### src/hw/rtl/gcg_pkg.sv
package gcg_pkg;

    localparam int CORDIC_ITERATIONS = 20;
    localparam int CORDIC_STEPS      = (CORDIC_ITERATIONS > 32) ? 32 : CORDIC_ITERATIONS;
    localparam int CW                = 34;
    localparam int SQRT_STEPS        = 31;

    localparam logic signed [26:0] FULL_TURN    = 27'sd23592960;
    localparam logic signed [26:0] HALF_TURN    = 27'sd11796480;
    localparam logic signed [26:0] QUARTER_TURN = 27'sd5898240;

    localparam logic [24:0] PI_DIV45  = 25'd18740330;
    localparam logic [24:0] RECIP15   = 25'd17895698;

    localparam logic signed [CW-1:0] GAIN_Q30 = 34'sd652032874;
    localparam logic signed [34:0]   PI_Q30   = 35'sd3373259426;
    localparam logic signed [32:0]   ONE_Q30  = 33'sd1073741824;
    localparam logic [20:0]          RADIUS_SCALE = 21'd1630976;
    localparam logic [22:0]          DIST_MAX = 23'd5123864;

    typedef struct packed {
        logic                 vld;
        logic                 neg;
        logic signed [CW-1:0] x;
        logic signed [CW-1:0] y;
        logic signed [CW-1:0] z;
    } t_cordic;

    typedef struct packed {
        logic        vld;
        logic        neg;
        logic [30:0] a;
        logic [60:0] rem;
        logic [30:0] root;
    } t_sqrt;

    function automatic logic [29:0] atan_q30(input logic [4:0] idx);
        logic [29:0] r;
        case (idx)
            5'd0:    r = 30'h3243F6A8;
            5'd1:    r = 30'h1DAC6705;
            5'd2:    r = 30'h0FADBAFC;
            5'd3:    r = 30'h07F56EA6;
            5'd4:    r = 30'h03FEAB76;
            5'd5:    r = 30'h01FFD55B;
            5'd6:    r = 30'h00FFFAAA;
            5'd7:    r = 30'h007FFF55;
            5'd8:    r = 30'h003FFFEA;
            5'd9:    r = 30'h001FFFFD;
            5'd10:   r = 30'h000FFFFF;
            5'd11:   r = 30'h0007FFFF;
            5'd12:   r = 30'h0003FFFF;
            5'd13:   r = 30'h0001FFFF;
            5'd14:   r = 30'h0000FFFF;
            5'd15:   r = 30'h00007FFF;
            5'd16:   r = 30'h00003FFF;
            5'd17:   r = 30'h00001FFF;
            5'd18:   r = 30'h00000FFF;
            5'd19:   r = 30'h000007FF;
            5'd20:   r = 30'h000003FF;
            5'd21:   r = 30'h000001FF;
            5'd22:   r = 30'h000000FF;
            5'd23:   r = 30'h0000007F;
            5'd24:   r = 30'h0000003F;
            5'd25:   r = 30'h0000001F;
            5'd26:   r = 30'h0000000F;
            5'd27:   r = 30'h00000008;
            5'd28:   r = 30'h00000004;
            5'd29:   r = 30'h00000002;
            5'd30:   r = 30'h00000001;
            default: r = 30'h00000000;
        endcase
        return r;
    endfunction

endpackage

### src/hw/rtl/gcg_sqrt_cell.sv
module gcg_sqrt_cell (
    input  logic           i_clk,
    input  logic           i_rst_n,
    input  logic           i_en,
    input  logic [4:0]     i_bit,
    input  gcg_pkg::t_sqrt i_d,
    output gcg_pkg::t_sqrt o_q
);
    import gcg_pkg::*;

    logic [61:0] trial;
    logic        take;
    t_sqrt       n_q;
    t_sqrt       r_q;
    logic        r_vld;

    assign trial = ({31'd0, i_d.root} << (6'(i_bit) + 6'd1)) + (62'd1 << {i_bit, 1'b0});
    assign take  = {1'b0, i_d.rem} >= trial;

    always_comb begin
        n_q = i_d;
        if (take) begin
            n_q.rem  = i_d.rem - trial[60:0];
            n_q.root = i_d.root | (31'd1 << i_bit);
        end
    end

    always_ff @(posedge i_clk) begin
        if (!i_rst_n) begin
            r_vld <= 1'b0;
        end else if (i_en) begin
            r_vld <= i_d.vld;
        end
    end

    always_ff @(posedge i_clk) begin
        if (i_en) begin
            r_q <= n_q;
        end
    end

    always_comb begin
        o_q     = r_q;
        o_q.vld = r_vld;
    end

endmodule

### config.mk
export PLATFORM = sky130hd
export DESIGN_NAME = gcg_sqrt_cell
export DESIGN_NICKNAME = d
export VERILOG_FILES = /design/src/hw/rtl/gcg_pkg.sv /design/src/hw/rtl/gcg_sqrt_cell.sv
export SDC_FILE = /design/constraint.sdc
export NUM_CORES = 1
export LEC_CHECK = 0
export ABC_AREA = 1
export BUFFER_PORTS_ARGS = -buffer_cell sky130_fd_sc_hd__buf_2
export CORE_MARGIN = 2
export CORE_UTILIZATION = 60
export CTS_BUF_LIST = sky130_fd_sc_hd__clkbuf_8 sky130_fd_sc_hd__clkbuf_16
export DETAILED_ROUTE_END_ITERATION = 8
export HOLD_SLACK_MARGIN = 0.02
export PLACE_DENSITY = 0.83
export SLEW_MARGIN = 10
export SYNTH_ARGS = -nofsm -noshare
export SYNTH_HDL_FRONTEND = slang
export SYNTH_SLANG_ARGS = --single-unit
### constraint.sdc
create_clock -name i_clk -period 22.5 [get_ports i_clk]
set_input_delay 5.625 -clock i_clk [delete_from_list [all_inputs] [get_ports i_clk]]
set_output_delay 5.625 -clock i_clk [all_outputs]
set_load 0.02 [all_outputs]
==> out/qor.yml <==
synth_area_um2: 15930
grt_max_degree: 68
drc: 31
slowest_delay_ps: 920
synthTopCellsByCount: "nand2_1, inv_1, nor2_1, nand3_1, o21ai_0"
holdCritPathClass: "reg2reg"
post_cts_buffers: 0
worstSetupPathType: "in2reg"
dp_hpwl_um: 50400
place_congestion: 1.117
slew_headroom_pct: 29.19
yosys.area_share.adder_pct: 7.980
synthFlopType: "edfxtp_1"
synth_seq_cells: 125
cts_tree: "yes"
track_usage_pct: 43.13
tightestPinTransition_ps: 1061
use_met2_pct: 67.08
hold_viol: 0
wl_per_cell_um: 20.63
vias: 18254
path_common_cell: "nand2_1"
synth_simple_gate_area_share_pct: 39.05
fin_nets: 2872
firstDrtPassIters: 9
die_width_um: 166.9
globalRouteMet3Util_pct: 8.413
ctsResizeCount: 0
drive_above_1_share_pct: 16.03
setup-tns-final_ps: 0
synth.most_common_cell: "nand2_1"
crit_fanout: 61
power_density_nw_per_um2: 68.37
reg2reg_slack_ps: 21840
synth_top_family_by_area: "simple AND/OR/NAND/NOR gates"
critical-path-slowest-cell: "ha_1"
finalClockSkew_ps: 0
grt_overflow: 0
maxCapViolCount: 0
synthesis.instances: 2432
period_share_pct: 68.26
cp.required_ps: 22690
slew_violations: 0
fmax_ghz: 0.06511
io_buffer_count: 257
cts_max_path_buffers: 2
diodes: 0
cts-root-buf: "clkbuf_16"
grt_pass1_vias: 17203
yosysTopAreaCell: "edfxtp_1"
outcome: "complete, but fails checks"
fin_hold_ws_ps: 541.7
setup_viol: 0
numCtsBuffers: 17
fillers: 2365
use_met1_pct: 55.06
total_power_uw: 1211
synth_seq_area_share_pct: 23.50
leakage_uw: 0.008512
synth_compound_area_share_pct: 12.58
core_area_um2: 26060
grt_pass1_wl_um: 94220
crit_arrival_ps: 15550
routed_wl_um: 61600
io_pins: 258
rsz0062_at_grt: "no"
synth_mux_area_share_pct: 0.6283
path_clk_slew_ps: 70
cts_htree_levels: 4
drtIter0Drc: 2837
antenna_found_initial: 0
syn_nets: 2666
grt_busiest_layer: "met2"
row_count: 59
die_h_um: 166.9
cts_sinks: 125
synth.top_cells.by_area: "edfxtp_1, nand2_1, ha_1"
yosysTopAreaCellShare_pct: 23.37
period_needed_ps: 15360
start_util_pct: 61.13
holdBufCountCts: 0
ant_nets: 0
synth_xor_area_share_pct: 5.223
end_kind: "register"
synthArstFlopShare_pct: 0
die_area_um2: 27870
area_growth_pct: 11.14
synth_edf_count: 124
synthDistinctLibCells: 56
clkLatencyLatePin_ps: 440
synth.avg_cell_area_um2: 6.550
synth.yosys.warnings: 0
post_drt_via_cell_ratio: 6.113
ir_drop_v: 0.00005238
worstSetupStartpointType: "primary input"
violations: "DRC"
-- worst max-delay path, delay by kind of cell --
family / cells / cell delay [ps]
simple gates: 15 / 3130
fa+ha+maj: 3 / 1740
buf+inv: 6 / 1850
xor+xnor: 1 / 210
compound gates: 7 / 2850
-- stage by stage --
stage          worst slack [ps]  area, um2  std cells  utilization, %
2_1_floorplan             11190      15930       2432               -
3_3_place_gp               6981      17100       2954           65.62
3_5_place_dp               6558      17100       2954           65.62
4_1_cts                    7015      17700       2986           67.92
5_1_grt                    6423      17710       2986           67.95
6_report                   7142      17710       2986           67.95
-- cell families after synthesis --
logic type,Yosys count
muxes,10
adders and majority gates,101
xor gates and xnor gates,95
buffers and inverters,384
and+or+nand+nor,1357
AOI/OAI and AO/OA,360
DFF,125
-- where the power goes --
part           internal [uW]  total (uW)  switching (uW)  leakage [uW]
Clock                    150         292             142      0.000289
Sequential               303         311            8.20       0.00122
Combinational            189         607             418       0.00700
Total                    642        1210             568       0.00851
-- registers in the layout, indices dropped and copies added (netlist names) --
name	cells
r_vld	1
o_q	124
-- per-layer routing --
metal	vias up	part of all wire (%)
li1	8489	-
met1	8201	38
met2	1291	43
met3	273	12
met4	0	7.3
met5	-	0
-- cell type report --
type                       count  area [um2]  area share (%)
sequential                   125        3744           21.14
inverter                     309        1162           6.565
clock inverter                15       172.7          0.9752
timing repair buffer         262        1326           7.491
tap                          335       419.2           2.367
multi-input combinational   1923       10460           59.06
clock buffer                  17       425.4           2.403
-- cells in the final DEF, fill, tap and decap left out, drive strengths merged, types with 3 or more instances in the layout --
cell type / synthesis / layout
nor4: 4 / 4
a21o: 7 / 7
o211ai: 5 / 5
clkinv: 2 / 9
o21bai: 11 / 11
o21ai: 156 / 156
o221ai: 8 / 8
edfxtp: 124 / 124
a21oi: 118 / 118
xnor2: 23 / 23
nand4: 33 / 33
and2: 3 / 3
mux2i: 10 / 10
nand3: 304 / 304
a31oi: 22 / 22
nor3: 38 / 38
o22ai: 9 / 9
inv: 307 / 314
nand3b: 7 / 7
buf: 60 / 262
nand2: 704 / 704
o21a: 9 / 9
nor2: 260 / 260
ha: 100 / 100
clkbuf: 15 / 17
xor2: 72 / 72
a21boi: 4 / 4
a221oi: 3 / 3
-- path summary, 6_finish.rpt --
path	startpoint	to	cells after the start
hold reg to reg	r_vld	r_vld	2
hold / removal	r_vld	r_vld	2
setup / recovery	i_bit[0]	o_q[46]	32
setup reg to reg	r_vld	r_vld	2
(Power assumes the default switching activity.)
