--- config.mk ---
export PLATFORM = sky130hd
export DESIGN_NAME = gcg_angle_prep
export DESIGN_NICKNAME = d
export VERILOG_FILES = /design/src/hw/rtl/gcg_pkg.sv /design/src/hw/rtl/gcg_angle_prep.sv
export SDC_FILE = /design/constraint.sdc
export NUM_CORES = 1
export LEC_CHECK = 0
export ABC_AREA = 1
export BUFFER_PORTS_ARGS = -buffer_cell sky130_fd_sc_hd__buf_4
export CAP_MARGIN = 20
export CORE_ASPECT_RATIO = 1.2
export CORE_UTILIZATION = 40
export CTS_CLUSTER_SIZE = 30
export DETAILED_ROUTE_END_ITERATION = 12
export MAX_ROUTING_LAYER = met4
export PLACE_DENSITY = 0.55
export SYNTH_ARGS = -nofsm -noshare
export SYNTH_HDL_FRONTEND = slang
export SYNTH_SLANG_ARGS = --single-unit
--- constraint.sdc ---
create_clock -name i_clk -period 15.25 [get_ports i_clk]
set_input_delay 3.05 -clock i_clk [delete_from_list [all_inputs] [get_ports i_clk]]
set_output_delay 3.05 -clock i_clk [all_outputs]
set_load 0.01 [all_outputs]
--- src/hw/rtl/gcg_pkg.sv ---
package gcg_pkg;

    localparam int CORDIC_ITERATIONS = 20;
    localparam int CORDIC_STEPS      = (CORDIC_ITERATIONS > 32) ? 32 : CORDIC_ITERATIONS;
    localparam int CW                = 34;
    localparam int SQRT_STEPS        = 31;

    localparam logic signed [26:0] FULL_TURN    = 27'sd23592960;
    localparam logic signed [26:0] HALF_TURN    = 27'sd11796480;
    localparam logic signed [26:0] QUARTER_TURN = 27'sd5898240;

    localparam logic [24:0] PI_DIV45  = 25'd18740330;
    localparam logic [24:0] RECIP15   = 25'd17895698;

    localparam logic signed [CW-1:0] GAIN_Q30 = 34'sd652032874;
    localparam logic signed [34:0]   PI_Q30   = 35'sd3373259426;
    localparam logic signed [32:0]   ONE_Q30  = 33'sd1073741824;
    localparam logic [20:0]          RADIUS_SCALE = 21'd1630976;
    localparam logic [22:0]          DIST_MAX = 23'd5123864;

    typedef struct packed {
        logic                 vld;
        logic                 neg;
        logic signed [CW-1:0] x;
        logic signed [CW-1:0] y;
        logic signed [CW-1:0] z;
    } t_cordic;

    typedef struct packed {
        logic        vld;
        logic        neg;
        logic [30:0] a;
        logic [60:0] rem;
        logic [30:0] root;
    } t_sqrt;

    function automatic logic [29:0] atan_q30(input logic [4:0] idx);
        logic [29:0] r;
        case (idx)
            5'd0:    r = 30'h3243F6A8;
            5'd1:    r = 30'h1DAC6705;
            5'd2:    r = 30'h0FADBAFC;
            5'd3:    r = 30'h07F56EA6;
            5'd4:    r = 30'h03FEAB76;
            5'd5:    r = 30'h01FFD55B;
            5'd6:    r = 30'h00FFFAAA;
            5'd7:    r = 30'h007FFF55;
            5'd8:    r = 30'h003FFFEA;
            5'd9:    r = 30'h001FFFFD;
            5'd10:   r = 30'h000FFFFF;
            5'd11:   r = 30'h0007FFFF;
            5'd12:   r = 30'h0003FFFF;
            5'd13:   r = 30'h0001FFFF;
            5'd14:   r = 30'h0000FFFF;
            5'd15:   r = 30'h00007FFF;
            5'd16:   r = 30'h00003FFF;
            5'd17:   r = 30'h00001FFF;
            5'd18:   r = 30'h00000FFF;
            5'd19:   r = 30'h000007FF;
            5'd20:   r = 30'h000003FF;
            5'd21:   r = 30'h000001FF;
            5'd22:   r = 30'h000000FF;
            5'd23:   r = 30'h0000007F;
            5'd24:   r = 30'h0000003F;
            5'd25:   r = 30'h0000001F;
            5'd26:   r = 30'h0000000F;
            5'd27:   r = 30'h00000008;
            5'd28:   r = 30'h00000004;
            5'd29:   r = 30'h00000002;
            5'd30:   r = 30'h00000001;
            default: r = 30'h00000000;
        endcase
        return r;
    endfunction

endpackage

--- src/hw/rtl/gcg_angle_prep.sv ---
module gcg_angle_prep (
    input  logic               i_clk,
    input  logic               i_rst_n,
    input  logic               i_en,
    input  logic               i_vld,
    input  logic signed [26:0] i_ang,
    output gcg_pkg::t_cordic   o_q
);
    import gcg_pkg::*;

    logic [5:0]         r_vld;
    logic signed [24:0] r1_a;
    logic signed [23:0] r2_a;
    logic               r2_neg, r3_neg, r4_neg, r5_neg, r6_neg;
    logic [22:0]        r3_mag;
    logic               r3_sgn, r4_sgn, r5_sgn;
    logic [47:0]        r4_pa;
    logic [48:0]        r4_p15;
    logic [30:0]        r5_t;
    logic signed [CW-1:0] r6_z;

    logic signed [26:0] n1_a, w2_a;
    logic signed [26:0] n2_a;
    logic               n2_neg;
    logic [47:0]        w5_sum;

    always_comb begin
        if (i_ang >= HALF_TURN) begin
            n1_a = i_ang - FULL_TURN;
        end else if (i_ang < -HALF_TURN) begin
            n1_a = i_ang + FULL_TURN;
        end else begin
            n1_a = i_ang;
        end
    end

    assign w2_a = 27'(r1_a);

    always_comb begin
        n2_a   = w2_a;
        n2_neg = 1'b0;
        if (w2_a > QUARTER_TURN) begin
            n2_a   = HALF_TURN - w2_a;
            n2_neg = 1'b1;
        end else if (w2_a < -QUARTER_TURN) begin
            n2_a   = -HALF_TURN - w2_a;
            n2_neg = 1'b1;
        end
    end

    assign w5_sum = r4_pa + 48'd32768 + {27'd0, r4_p15[48:28]};

    always_ff @(posedge i_clk) begin
        if (!i_rst_n) begin
            r_vld <= '0;
        end else if (i_en) begin
            r_vld <= {r_vld[4:0], i_vld};
        end
    end

    always_ff @(posedge i_clk) begin
        if (i_en) begin
            r1_a   <= n1_a[24:0];
            r2_a   <= n2_a[23:0];
            r2_neg <= n2_neg;
            r3_mag <= r2_a[23] ? 23'(-r2_a) : r2_a[22:0];
            r3_sgn <= r2_a[23];
            r3_neg <= r2_neg;
            r4_pa  <= r3_mag * PI_DIV45;
            r4_p15 <= {r3_mag, 1'b0} * RECIP15;
            r4_sgn <= r3_sgn;
            r4_neg <= r3_neg;
            r5_t   <= w5_sum[46:16];
            r5_sgn <= r4_sgn;
            r5_neg <= r4_neg;
            r6_z   <= r5_sgn ? -CW'(r5_t) : CW'(r5_t);
            r6_neg <= r5_neg;
        end
    end

    always_comb begin
        o_q.vld = r_vld[5];
        o_q.neg = r6_neg;
        o_q.x   = GAIN_Q30;
        o_q.y   = '0;
        o_q.z   = r6_z;
    end

endmodule

==> impl_metrics.yaml <==
worst_setup_path:
  worst_ep_arrival_time_ps: 6760
  path_max_fanout: 9
  slowest_delay_ps: 710
  cp.required_ps: 15560
  path_common_cell: "fa_1"
  crit_path_end_kind: "flop"
  cp_cell_sequence: "inv_1 -> fa_1 -> fa_1 -> fa_1 -> fa_1 -> inv_1 -> fa_1 -> fa_1 -> inv_1 -> fa_1 -> inv_1 -> ha_1 -> nand2_1 -> nor2_1 -> nand2_1 -> inv_1 -> nand3_1 -> or2_1 -> nand3_1 -> nand2_1 -> nand3_1 -> nand2_1"
  cpMaxStageDelayCell: "edfxtp_1"
  critical_path_class: "reg2reg"
  worst_setup_path_start_kind: "flop"
place:
  gp_congestion: 0.968
  io_buffers: 66
  dp_hpwl_mm: 66.9
sta:
  fin_tns_setup_ps: 0
  slew_headroom: 0.471
  finClkSkew_ps: 10.2
  rsz0062_at_grt: "no"
  tightest_slew_ps: 794
  finalCritPeriodShare: 0.422
  finalHoldViolCount: 0
  max_freq_mhz: 155
  min_period_ps: 6440
  slew_viol_final: 0
  setup_viol: 0
final_layout:
  layout-drive-gt1-share: 0.0375
  syn_to_final_growth_pct: 7.61
  n_antenna_cell: 0
  nets: 4248
clock_network:
  cts_buffers: 25
  htreeDepth: 1
  cts_buffer_depth: 3
  clk_pin_slew_ps: 60
  cts_resized: 0
  clock-root-buffer: "clkbuf_16"
  worstSkewPairLatency_ps: 560
  post_cts_buffers: 0
  cts_tree: "yes"
  cts_hold_buf: 0
  clkSinkCount: 217
floorplan:
  fp.dieH_um: 294
  core_area_sq_um: 70000
  core.rowCount: 106
  dieArea_sq_um: 72400
  start_util: 0.407
  fp.dieW_um: 246
  pin_count: 135
grt:
  grt_pass1_vias: 22300
  antenna_found_initial: 0
  met1_usage: 0.244
  met2_usage: 0.414
  grt_first_pass_wirelength_mm: 120
  overflow: 0
  grt_usage: 0.222
  met3_usage: 0.0157
  grt.busiest_layer: "met2"
  grt_max_degree: 96
hold_path:
  hp-class: "reg2reg"
routing:
  postRouteAntennaNets: 0
  wirelength_mm: 76.7
  post_drt_wl_per_cell_um: 17.2
  dr.pass1.iters: 5
  vias: 21700
  drc: 0
  initialDrtViolationCount: 1042
  viasPerCell: 4.87
flow_run:
  drv_cap: 0
yosys:
  yosys.area.top_type: "edfxtp_1"
  synth-seq-area-share: 0.226
  synth_area_leaders: "edfxtp_1 22%, fa_1 19%, ha_1 19%"
  yosysUniqueCellTypes: 50
  avgSynthCellArea_sq_um: 8.29
  synth_top_cell_area_share: 0.222
  synth_commonest_cells: "733 x nand2_1, 709 x inv_1, 424 x ha_1"
  synth_most_common_cell: "nand2_1"
  ys_warn_count: 0
  async_reset_ff_frac: 0
  syn-instance-count: 3441
  syn_area_sq_um: 28500
  synth_edf_count: 211
  synthFlopType: "edfxtp_1"
  synth_seq_cells: 217
outcome:
  status: "complete, no violations"
worst max-delay path, delay by kind of cell, from the launching register on:
family	cells	cell delay, ps
AND/OR/NAND/NOR	9	1100
adder cells (fa/ha/maj)	8	4030
buffers and inverters	5	350
flip-flops	1	710
final cells by class:
cell class | instances | area [sq um]
clock inverter | 19 | 205
multi-input combinational | 2496 | 19000
timing repair buffer | 72 | 548
tap | 918 | 1150
fill | 7179 | 39300
sequential | 217 | 6460
inverter | 712 | 2680
clock buffer | 26 | 629
registers in the layout (all words and copies together), names as in the netlist:
| signal | count |
|---|---|
| r3_sgn | 1 |
| r4_pa | 44 |
| r2_neg | 1 |
| r5_neg | 1 |
| r6_z | 34 |
| r4_p15 | 22 |
| r3_mag | 23 |
| r_vld | 6 |
| r4_neg | 1 |
| r2_a | 24 |
| r6_neg | 1 |
| r4_sgn | 1 |
| r1_a | 25 |
| r3_neg | 1 |
| r5_t | 31 |
| r5_sgn | 1 |
kinds of logic after synthesis:
kind of cell | count (synthesis) | share of synthesized area
AOI/OAI and AO/OA | 311 | 0.0597
xor gates and xnor gates | 99 | 0.0304
adders and majority gates | 693 | 0.375
buffers and inverters | 794 | 0.115
DFF | 217 | 0.226
other | 2 | 0.000263
and+or+nand+nor | 1325 | 0.193
metrics by stage:
step                setup slack [ps]  hold slack, ps   util  area, sq um  cells
floorplan                       9450             400      -        28800   3507
finish                          8810             419  0.438        30700   4460
global route                    8420             424  0.438        30700   4460
global placement                8800             403  0.426        29800   4415
CTS                             8780             422  0.438        30700   4460
detailed placement              8790             407  0.426        29800   4415
path summary, 6_finish.rpt:
path	cells after the start	end	from	slack, ps
max	22	r4_pa[42]	r3_mag[5]	8810
min	0	r4_neg	r3_neg	420
max reg2reg	22	r4_pa[42]	r3_mag[5]	8810
min reg2reg	0	r4_neg	r3_neg	420
layout by cell type, fill, tap and decap left out, drive strengths merged:
master / count
nand2: 735
inv: 715
ha: 424
nor2: 317
fa: 269
edfxtp: 211
nand3: 149
a21oi: 138
o21ai: 119
xor2: 77
buf: 72
conb: 68
nand4: 44
nor3: 36
clkbuf: 26
xnor2: 22
o21bai: 15
nand3b: 15
nor4: 13
a21o: 12
clkinv: 12
o21a: 9
o211ai: 7
dfxtp: 6
or2: 6
and2: 5
o31ai: 4
bufinv: 4
a31oi: 3
nor3b: 3
a21boi: 2
nand2b: 2
a31o: 1
o2111ai: 1
routing by layer:
metal / vias to the layer above / part of all wire
met1: 10200 / 0.40
li1: 11000 / -
met4: 0 / 0.042
met5: - / 0
met2: 404 / 0.53
met3: 135 / 0.028
Power is left out: the tool's default activity adds up to more than one toggle a clock period on the data nets, which glitch-free logic cannot reach.
