===== src/hw/rtl/gcg_pkg.sv =====
package gcg_pkg;

    localparam int CORDIC_ITERATIONS = 20;
    localparam int CORDIC_STEPS      = (CORDIC_ITERATIONS > 32) ? 32 : CORDIC_ITERATIONS;
    localparam int CW                = 34;
    localparam int SQRT_STEPS        = 31;

    localparam logic signed [26:0] FULL_TURN    = 27'sd23592960;
    localparam logic signed [26:0] HALF_TURN    = 27'sd11796480;
    localparam logic signed [26:0] QUARTER_TURN = 27'sd5898240;

    localparam logic [24:0] PI_DIV45  = 25'd18740330;
    localparam logic [24:0] RECIP15   = 25'd17895698;

    localparam logic signed [CW-1:0] GAIN_Q30 = 34'sd652032874;
    localparam logic signed [34:0]   PI_Q30   = 35'sd3373259426;
    localparam logic signed [32:0]   ONE_Q30  = 33'sd1073741824;
    localparam logic [20:0]          RADIUS_SCALE = 21'd1630976;
    localparam logic [22:0]          DIST_MAX = 23'd5123864;

    typedef struct packed {
        logic                 vld;
        logic                 neg;
        logic signed [CW-1:0] x;
        logic signed [CW-1:0] y;
        logic signed [CW-1:0] z;
    } t_cordic;

    typedef struct packed {
        logic        vld;
        logic        neg;
        logic [30:0] a;
        logic [60:0] rem;
        logic [30:0] root;
    } t_sqrt;

    function automatic logic [29:0] atan_q30(input logic [4:0] idx);
        logic [29:0] r;
        case (idx)
            5'd0:    r = 30'h3243F6A8;
            5'd1:    r = 30'h1DAC6705;
            5'd2:    r = 30'h0FADBAFC;
            5'd3:    r = 30'h07F56EA6;
            5'd4:    r = 30'h03FEAB76;
            5'd5:    r = 30'h01FFD55B;
            5'd6:    r = 30'h00FFFAAA;
            5'd7:    r = 30'h007FFF55;
            5'd8:    r = 30'h003FFFEA;
            5'd9:    r = 30'h001FFFFD;
            5'd10:   r = 30'h000FFFFF;
            5'd11:   r = 30'h0007FFFF;
            5'd12:   r = 30'h0003FFFF;
            5'd13:   r = 30'h0001FFFF;
            5'd14:   r = 30'h0000FFFF;
            5'd15:   r = 30'h00007FFF;
            5'd16:   r = 30'h00003FFF;
            5'd17:   r = 30'h00001FFF;
            5'd18:   r = 30'h00000FFF;
            5'd19:   r = 30'h000007FF;
            5'd20:   r = 30'h000003FF;
            5'd21:   r = 30'h000001FF;
            5'd22:   r = 30'h000000FF;
            5'd23:   r = 30'h0000007F;
            5'd24:   r = 30'h0000003F;
            5'd25:   r = 30'h0000001F;
            5'd26:   r = 30'h0000000F;
            5'd27:   r = 30'h00000008;
            5'd28:   r = 30'h00000004;
            5'd29:   r = 30'h00000002;
            5'd30:   r = 30'h00000001;
            default: r = 30'h00000000;
        endcase
        return r;
    endfunction

endpackage


===== src/hw/rtl/gcg_cordic_cell.sv =====
module gcg_cordic_cell (
    input  logic             i_clk,
    input  logic             i_rst_n,
    input  logic             i_en,
    input  logic             i_vec,
    input  logic [4:0]       i_idx,
    input  gcg_pkg::t_cordic i_d,
    output gcg_pkg::t_cordic o_q
);
    import gcg_pkg::*;

    logic signed [CW-1:0] dx, dy, da;
    logic                 ccw;
    t_cordic              n_q;
    t_cordic              r_q;
    logic                 r_vld;

    assign dx  = i_d.y >>> i_idx;
    assign dy  = i_d.x >>> i_idx;
    assign da  = {{(CW-30){1'b0}}, atan_q30(i_idx)};
    assign ccw = i_vec ? (i_d.y < 0) : (i_d.z >= 0);

    always_comb begin
        n_q     = i_d;
        if (ccw) begin
            n_q.x = i_d.x - dx;
            n_q.y = i_d.y + dy;
            n_q.z = i_d.z - da;
        end else begin
            n_q.x = i_d.x + dx;
            n_q.y = i_d.y - dy;
            n_q.z = i_d.z + da;
        end
    end

    always_ff @(posedge i_clk) begin
        if (!i_rst_n) begin
            r_vld <= 1'b0;
        end else if (i_en) begin
            r_vld <= i_d.vld;
        end
    end

    always_ff @(posedge i_clk) begin
        if (i_en) begin
            r_q <= n_q;
        end
    end

    always_comb begin
        o_q     = r_q;
        o_q.vld = r_vld;
    end

endmodule


===== config.mk =====
export PLATFORM = sky130hd
export DESIGN_NAME = gcg_cordic_cell
export DESIGN_NICKNAME = d
export VERILOG_FILES = /design/src/hw/rtl/gcg_pkg.sv /design/src/hw/rtl/gcg_cordic_cell.sv
export SDC_FILE = /design/constraint.sdc
export NUM_CORES = 1
export LEC_CHECK = 0
export ABC_AREA = 1
export BUFFER_PORTS_ARGS = -buffer_cell sky130_fd_sc_hd__buf_4
export CORE_AREA = 2 2 171 173
export DETAILED_ROUTE_END_ITERATION = 8
export DIE_AREA = 0 0 173 175
export HOLD_SLACK_MARGIN = 0.06
export PLACE_DENSITY = 0.86
export SYNTH_ARGS = -nofsm -noshare
export SYNTH_HDL_FRONTEND = slang
export SYNTH_SLANG_ARGS = --single-unit

===== constraint.sdc =====
create_clock -name i_clk -period 4.45 [get_ports i_clk]
set_input_delay 0.89 -clock i_clk [delete_from_list [all_inputs] [get_ports i_clk]]
set_output_delay 0.89 -clock i_clk [all_outputs]
set_load 0.05 [all_outputs]

==> results of run 1 <==
## stage by stage
step	instances	cell area (um2)	hold slack, ns
after floorplan	2409	15600	0.502
after global placement	3534	21900	0.522
after detailed placement	3534	21900	0.548
after CTS	3573	23000	0.567
## cells by family after synthesis
kind of cell | after synthesis | share of synthesized area, %
compound gates | 298 | 11.0
xor+xnor | 169 | 9.98
fa+ha+maj | 113 | 9.26
buf+inv | 271 | 8.01
flops | 104 | 20.1
simple gates | 1454 | 41.7
## synth_stat cells (20+ instances only)
| master | number | share of area, % |
|---|---|---|
| nand2_2 | 33 | 1.3 |
| buf_2 | 34 | 1.1 |
| o21ai_0 | 73 | 2.4 |
| nand3_2 | 21 | 1.4 |
| edfxtp_1 | 103 | 20 |
| nand2_1 | 755 | 18 |
| nor2_1 | 189 | 4.6 |
| inv_1 | 164 | 4.0 |
| inv_2 | 20 | 0.48 |
| xnor2_1 | 51 | 2.9 |
| xor2_1 | 110 | 6.2 |
| nand3_1 | 370 | 12 |
| a21oi_1 | 140 | 4.5 |
| ha_1 | 110 | 8.9 |
## layer usage
layer / overflow / track usage (%)
met3: 16 / 77.0
met4: 238 / 97.6
met5: 6 / 47.0
met2: 581 / 106
met1: 16 / 86.8
## what timing repair did
| action | CTS |
|---|---|
| endpoints found under the setup margin | 55 |
| pin swaps | 53 |
| gates cloned | 1 |
| gates resized for setup | 168 |
| buffers inserted | 22 |
==> results.tsv, run 1 <==
stage	metric	value	unit
yosys	syn-num-nets	2635	
placement	port_buffers	216	
yosys	synth.distinct_cells	60	
grt	grt_use_total	90.5	%
placement	dp_hpwl	50600	um
yosys	ys_seq_elements	104	
grt	grt_max_degree	106	
clock_network	cts_sinks	104	
die	initial_utilization	54.6	%
die	row_count	62	
grt	overflow	857	
yosys	syn_area	15500	um2
clock_network	cts_max_path_buffers	2	
die	die_y	175	um
yosys	synth_edf_count	103	
yosys	synth_cells	2409	
clock_network	ctsHoldBuffers	0	
clock_network	cts.htree.levels	3	
yosys	synth_warnings	0	
die	die_width	173	um
yosys	synth_ff_type	edfxtp_1	
clock_network	numCtsBuffers	9	
clock_network	cts_root_buf	clkbuf_16	
timing	endpoint_type	register data pin	
timing	worstEndpointGrtRepair	o_q[101]$_DFFE_PP_/D	
yosys	syn_avg_cell_area	6.44	um2
run_status	firstError	[ERROR GRT-0232] Routing congestion too high. Check the congestion heatmap in the GUI.	
run_status	stop_stage	global routing (5_1_grt)	
die	pin_count	217	
placement	dp_slack	-1.11	ns
placement	place_congestion	1.09	
yosys	yosysSeqAreaShare	20.1	%
run_status	status	did not finish	
yosys	synth-async-reset-ratio	0	%
==> inputs of run 2 (changes only) <==
CORE_AREA = 2 2 200 202   (was 2 2 171 173)
DIE_AREA = 0 0 202 204   (was 0 0 173 175)
HOLD_SLACK_MARGIN = default   (was 0.06)
PLACE_DENSITY = default   (was 0.86)
PLACE_DENSITY_LB_ADDON = 0.15   (was default)
clock period = 5.79 ns   (was 4.45 ns; I/O delays follow)
==> run 2 against run 1 <==
  * Area after synthesis is the same
  * The flow now finishes without violations
  * Synthesized cell count is the same
==> results.tsv, run 2 <==
stage	metric	value	unit
timing	skew	0	ns
critical_path	crit_slowest_cell	buf_4	
final_layout	final_common_cell	nand2_1	
yosys	synth_top_cell_area_share	19.9	%
power_and_ir_drop	comb_power_share	65.3	%
die	die_y	204	um
final_layout	largest_reg_flops	103	
timing	max_freq	185	MHz
timing	min_period	5.39	ns
critical_path	path_buf_inv	8	
critical_path	start_kind	input pin	
grt	grt_pass1_vias	16400	
yosys	synth.distinct_cells	60	
timing	min_period_over_period	93.1	%
clock_network	ctsHoldBuffers	0	
final_layout	multiInputGateArea	11200	um2
critical_path	crit_fanout	31	
die	initial_utilization	39.6	%
critical_path	cp.required	5.95	ns
run_status	status	finished clean	
power_and_ir_drop	power_leakage	9.14	nW
final_layout	fin_area	18500	um2
timing	setup_viol	0	
final_layout	fin_nets	2891	
yosys	yosys.area.top_type	edfxtp_1	
yosys	synth_ff_type	edfxtp_1	
yosys	syn_avg_cell_area	6.44	um2
yosys	syn-num-nets	2635	
timing	rsz0062_at_grt	false	
power_and_ir_drop	internal-power	2.61	mW
grt	grt_antenna_before_repair	0	
route	drtIter0Drc	1369	
final_layout	syn2layout_area_growth	19.4	%
critical_path	worstSetupEndpointType	flop	
route	first_pass_iters	6	
timing	tns	0	ns
timing	final-hold-violation-count	0	
grt	grt_max_degree	57	
power_and_ir_drop	power_switching	2.75	mW
final_layout	diodes	0	
yosys	synth.area.top_cells	edfxtp_1 (20%), nand2_1 (18%), nand3_1 (12%), ha_1 (8.9%), xor2_1 (6.2%)	
die	core	39200	um2
power_and_ir_drop	power_density	290	nW/um2
route	wire_per_inst	18.6	um
yosys	synth_common_cells	nand2_1 (755), nand3_1 (370), nor2_1 (189), inv_1 (164), a21oi_1 (140)	
final_layout	fillCellCount	4139	
yosys	synth_cells	2409	
clock_network	path_clk_slew	0.08	ns
yosys	synth_warnings	0	
grt	grt_pass1_wl	91200	um
clock_network	post-cts-setup-buffer-count	0	
job	maxCapViolCount	0	
power_and_ir_drop	pwr-share-seq	22.8	%
clock_network	clock_latency	0.39	ns
route	vias	17100	
route	drc	0	
placement	dp_hpwl	50200	um
die	die_width	202	um
route	totalWireLength	59300	um
final_layout	register_area	3110	um2
placement	port_buffers	216	
placement	place_congestion	0.994	
yosys	synth-async-reset-ratio	0	%
timing	slew_violations	0	
route	vias_per_cell	5.36	
route	dr_wl_met2	28000	um
die	pin_count	217	
final_layout	layout_common_cells	nand2_1 (755), nand3_1 (370), buf_4 (320)	
power_and_ir_drop	pwr-share-clk	12.0	%
timing	slew_headroom	42.3	%
die	die_area	41200	um2
clock_network	cts_root_buf	clkbuf_16	
grt	grt_use_total	28.5	%
critical_path	critPathTopFamily	simple AND/OR/NAND/NOR gates	
route	drtAntennaViolNets	0	
yosys	synth_most_common_cell	nand2_1	
yosys	synth_edf_count	103	
clock_network	cts_resized	0	
clock_network	cts_sinks	104	
die	row_count	73	
power_and_ir_drop	switching_share	51.3	%
final_layout	drive_gt1_share	17.9	%
route	wl_met1	26200	um
yosys	yosysSeqAreaShare	20.1	%
critical_path	crit_type	input pin to flop	
timing	tightestPinTransition	0.866	ns
critical_path	max_stage_delay	0.33	ns
min_path	min-delay-start	r_vld	
clock_network	cts_max_path_buffers	2	
grt	overflow	0	
clock_network	numCtsBuffers	9	
critical_path	cp_common_cell	nand3_1	
power_and_ir_drop	vdd_ir_drop_max	0.000172	V
route	highest_layer	met4	
yosys	syn_area	15500	um2
critical_path	worstPathArrival	5.55	ns
critical_path	reg2reg_from	r_vld	
placement	place_area	18200	um2
critical_path	critPathLaunch	i_idx[0]	
min_path	hold_class	flop to flop	
route	wl_met3	2860	um
clock_network	cts.htree.levels	3	
yosys	ys_seq_elements	104	
clock_network	cts_tree	built	
[run 2: cell counts after synthesis]
Identical to the previous run, type by type.
[run 2: area by class of cell]
type                            count  area share (%)
Multi-Input combinational cell   2034            60.3
Inverter                          187            3.84
Clock buffer                       10            1.24
Tap cell                          525            3.55
Clock inverter                      6           0.338
Timing Repair Buffer              329            14.0
Sequential cell                   104            16.8
[run 2: tightest hold or removal path, stage by stage, from the launching register on]
cell     delay [ns]
dfxtp_1        0.31
o21ai_0        0.17
a21oi_1        0.04
[run 2: worst paths after layout]
path | endpoint | slack, ns | cells past startpoint
worst max-delay path | o_q[67] | 0.40 | 29
worst min-delay path | r_vld | 0.56 | 2
worst min register to register | r_vld | 0.56 | 2
worst max register to register | r_vld | 5.12 | 2
[run 2: through the flow]
| stage | worst slack (ns) | hold slack [ns] | utilization [%] | instances | power [mW] |
|---|---|---|---|---|---|
| 2_1_floorplan | 0.866 | 0.502 | - | 2409 | 3.63 |
| 3_3_place_gp | 0.138 | 0.520 | 46.5 | 3179 | 4.72 |
| 3_5_place_dp | 0.0919 | 0.552 | 46.5 | 3179 | 4.72 |
| 4_1_cts | 0.512 | 0.576 | 47.2 | 3195 | 5.39 |
| 5_1_grt | 0.0907 | 0.627 | 47.2 | 3195 | 5.72 |
| 6_report | 0.399 | 0.562 | 47.2 | 3195 | 5.36 |
[run 2: power groups by stage]
stage                     combinational [mW]  clock [mW]  sequential, mW
after floorplan                         1.62           0            2.01
after global placement                  3.48           0            1.24
after detailed placement                3.48           0            1.24
after CTS                               3.49       0.669            1.22
after global routing                    3.79       0.686            1.24
final                                   3.50       0.641            1.22
[run 2: cell families (layout without fill, tap and decap cells)]
logic type                 count (synthesis)  count (layout)  synth area share (%)
buffers and inverters                    271             532                  8.01
AOI/OAI and AO/OA                        298             298                  11.0
xor gates and xnor gates                 169             169                  9.98
and+or+nand+nor                         1454            1454                  41.7
adders and majority gates                113             113                  9.26
DFF                                      104             104                  20.1
[run 2: per-layer routing]
| layer | track usage, % | vias to the layer above |
|---|---|---|
| met5 | 0 | - |
| met4 | 11.2 | 0 |
| met3 | 3.48 | 94 |
| met2 | 48.2 | 554 |
| met1 | 37.1 | 7896 |
| li1 | - | 8583 |
Note: power is estimated with default switching activity, not from simulation.
==> inputs of run 3 (changes only) <==
CTS_BUF_LIST = sky130_fd_sc_hd__clkbuf_8   (was default)
==> run 3 against run 2 <==
  * Sequential cell count stayed put
  * Fmax is 1.8% higher
  * Critical path type unchanged
  * Register-to-register slack hardly changed
  * Die area stayed put
  * Highest routed layer unchanged
  * Largest cell class unchanged
  * Cell area is 0.55% lower
==> results.tsv, run 3 (synthesis results as in run 2) <==
stage	metric	value	unit
final_layout	diodes	0	
power_and_ir_drop	pwr-share-clk	9.4	%
timing	min_period	5.30	ns
grt	grt_pass1_wl	91200	um
grt	grt_use_total	28.6	%
final_layout	syn2layout_area_growth	18.7	%
die	row_count	73	
die	die_width	202	um
job	maxCapViolCount	0	
critical_path	cp.depth	29	
die	die_area	41200	um2
final_layout	drive_gt1_share	17.9	%
clock_network	cts_resized	0	
route	vias_per_cell	5.34	
route	drc	0	
critical_path	path_buf_inv	8	
timing	tns	0	ns
grt	overflow	0	
route	wl_met1	26200	um
timing	tightestPinTransition	0.857	ns
timing	slew_headroom	42.9	%
die	die_y	204	um
clock_network	cts_max_path_buffers	2	
die	initial_utilization	39.6	%
grt	grt_antenna_before_repair	0	
die	pin_count	217	
clock_network	cts_sinks	104	
die	core	39200	um2
route	drtIter0Drc	1331	
critical_path	critPathLaunch	i_idx[0]	
critical_path	cp.required	6.04	ns
placement	port_buffers	216	
power_and_ir_drop	total_power	5.21	mW
min_path	hold_depth	2	
final_layout	largest_reg_flops	103	
placement	place_congestion	0.994	
critical_path	crit_slowest_cell	buf_4	
grt	grt_pass1_vias	16400	
power_and_ir_drop	power_density	283	nW/um2
route	highest_layer	met4	
critical_path	cp_common_cell	nand3_1	
placement	dp_hpwl	50200	um
clock_network	post-cts-setup-buffer-count	0	
critical_path	reg2reg_depth	2	
power_and_ir_drop	pwr-share-seq	23.4	%
timing	max_freq	189	MHz
route	wire_per_inst	18.6	um
timing	hold-worst-slack	0.567	ns
clock_network	clock_latency	0.47	ns
critical_path	worstSetupEndpointType	flop	
route	totalWireLength	59400	um
clock_network	ctsHoldBuffers	0	
power_and_ir_drop	power_leakage	9.10	nW
route	drtAntennaViolNets	0	
final_layout	final_common_cell	nand2_1	
timing	skew	0	ns
critical_path	max_stage_delay	0.33	ns
route	wl_met3	2940	um
min_path	hold_class	flop to flop	
timing	slew_violations	0	
grt	grt_max_degree	57	
final_layout	fillCellCount	4147	
route	dr_wl_met2	28000	um
timing	min_period_over_period	91.5	%
clock_network	cts_tree	built	
critical_path	worstPathArrival	5.55	ns
timing	rsz0062_at_grt	false	
clock_network	cts.htree.levels	3	
power_and_ir_drop	comb_power_share	67.2	%
final_layout	fin_nets	2891	
timing	final-hold-violation-count	0	
min_path	min-delay-start	r_vld	
power_and_ir_drop	internal-power	2.47	mW
clock_network	cts_root_buf	clkbuf_8	
power_and_ir_drop	vdd_ir_drop_max	0.000171	V
critical_path	reg2reg_from	r_vld	
clock_network	path_clk_slew	0.11	ns
final_layout	layout_common_cells	nand2_1 (755), nand3_1 (370), buf_4 (320)	
route	first_pass_iters	6	
power_and_ir_drop	power_switching	2.74	mW
critical_path	start_kind	input pin	
timing	setup_viol	0	
run_status	status	finished clean	
critical_path	crit_type	input pin to flop	
critical_path	critPathTopFamily	simple AND/OR/NAND/NOR gates	
critical_path	crit_fanout	31	
power_and_ir_drop	switching_share	52.5	%
route	vias	17100	
clock_network	numCtsBuffers	9	
[run 3: final timing paths]
check / to / slack [ns]
worst min register to register: r_vld / 0.57
worst max register to register: r_vld / 5.12
worst min-delay path: r_vld / 0.57
worst max-delay path: o_q[67] / 0.49
[run 3: area by class of cell]
| type | instances | area (um2) | area share (%) |
|---|---|---|---|
| repair buffers | 329 | 2580 | 14.0 |
| well taps | 525 | 657 | 3.57 |
| inverters | 187 | 711 | 3.86 |
| flip-flops and latches | 104 | 3110 | 16.9 |
| clock inverters | 7 | 66.3 | 0.360 |
| clock buffers | 9 | 124 | 0.673 |
| multi-input cells | 2034 | 11200 | 60.6 |
[run 3: worst min-delay path, cell delays in order (launching register included)]
cell and delay [ns]:
dfxtp_1 0.32, o21ai_0 0.17, a21oi_1 0.04
[run 3: metal layers]
layer | GRT usage, % | up-vias
met1 | 37.1 | 7864
li1 | - | 8572
met3 | 3.76 | 90
met5 | 0 | -
met4 | 11.3 | 0
met2 | 48.1 | 537
[run 3: power groups by stage]
stage                     clock, mW  combinational (mW)  sequential [mW]
after floorplan                   0                1.62             2.01
after global placement            0                3.48             1.24
after detailed placement          0                3.48             1.24
after CTS                     0.518                3.49             1.22
after global routing          0.531                3.79             1.24
final                         0.490                3.50             1.22
[run 3: per-stage QoR]
step / utilization (%) / area (um2) / cells / setup WS [ns]
global route: 47.0 / 18400 / 3195 / 0.184
floorplan: - / 15500 / 2409 / 0.866
CTS: 47.0 / 18400 / 3195 / 0.621
detailed placement: 46.5 / 18200 / 3179 / 0.0919
global placement: 46.5 / 18200 / 3179 / 0.138
finish: 47.0 / 18400 / 3195 / 0.492
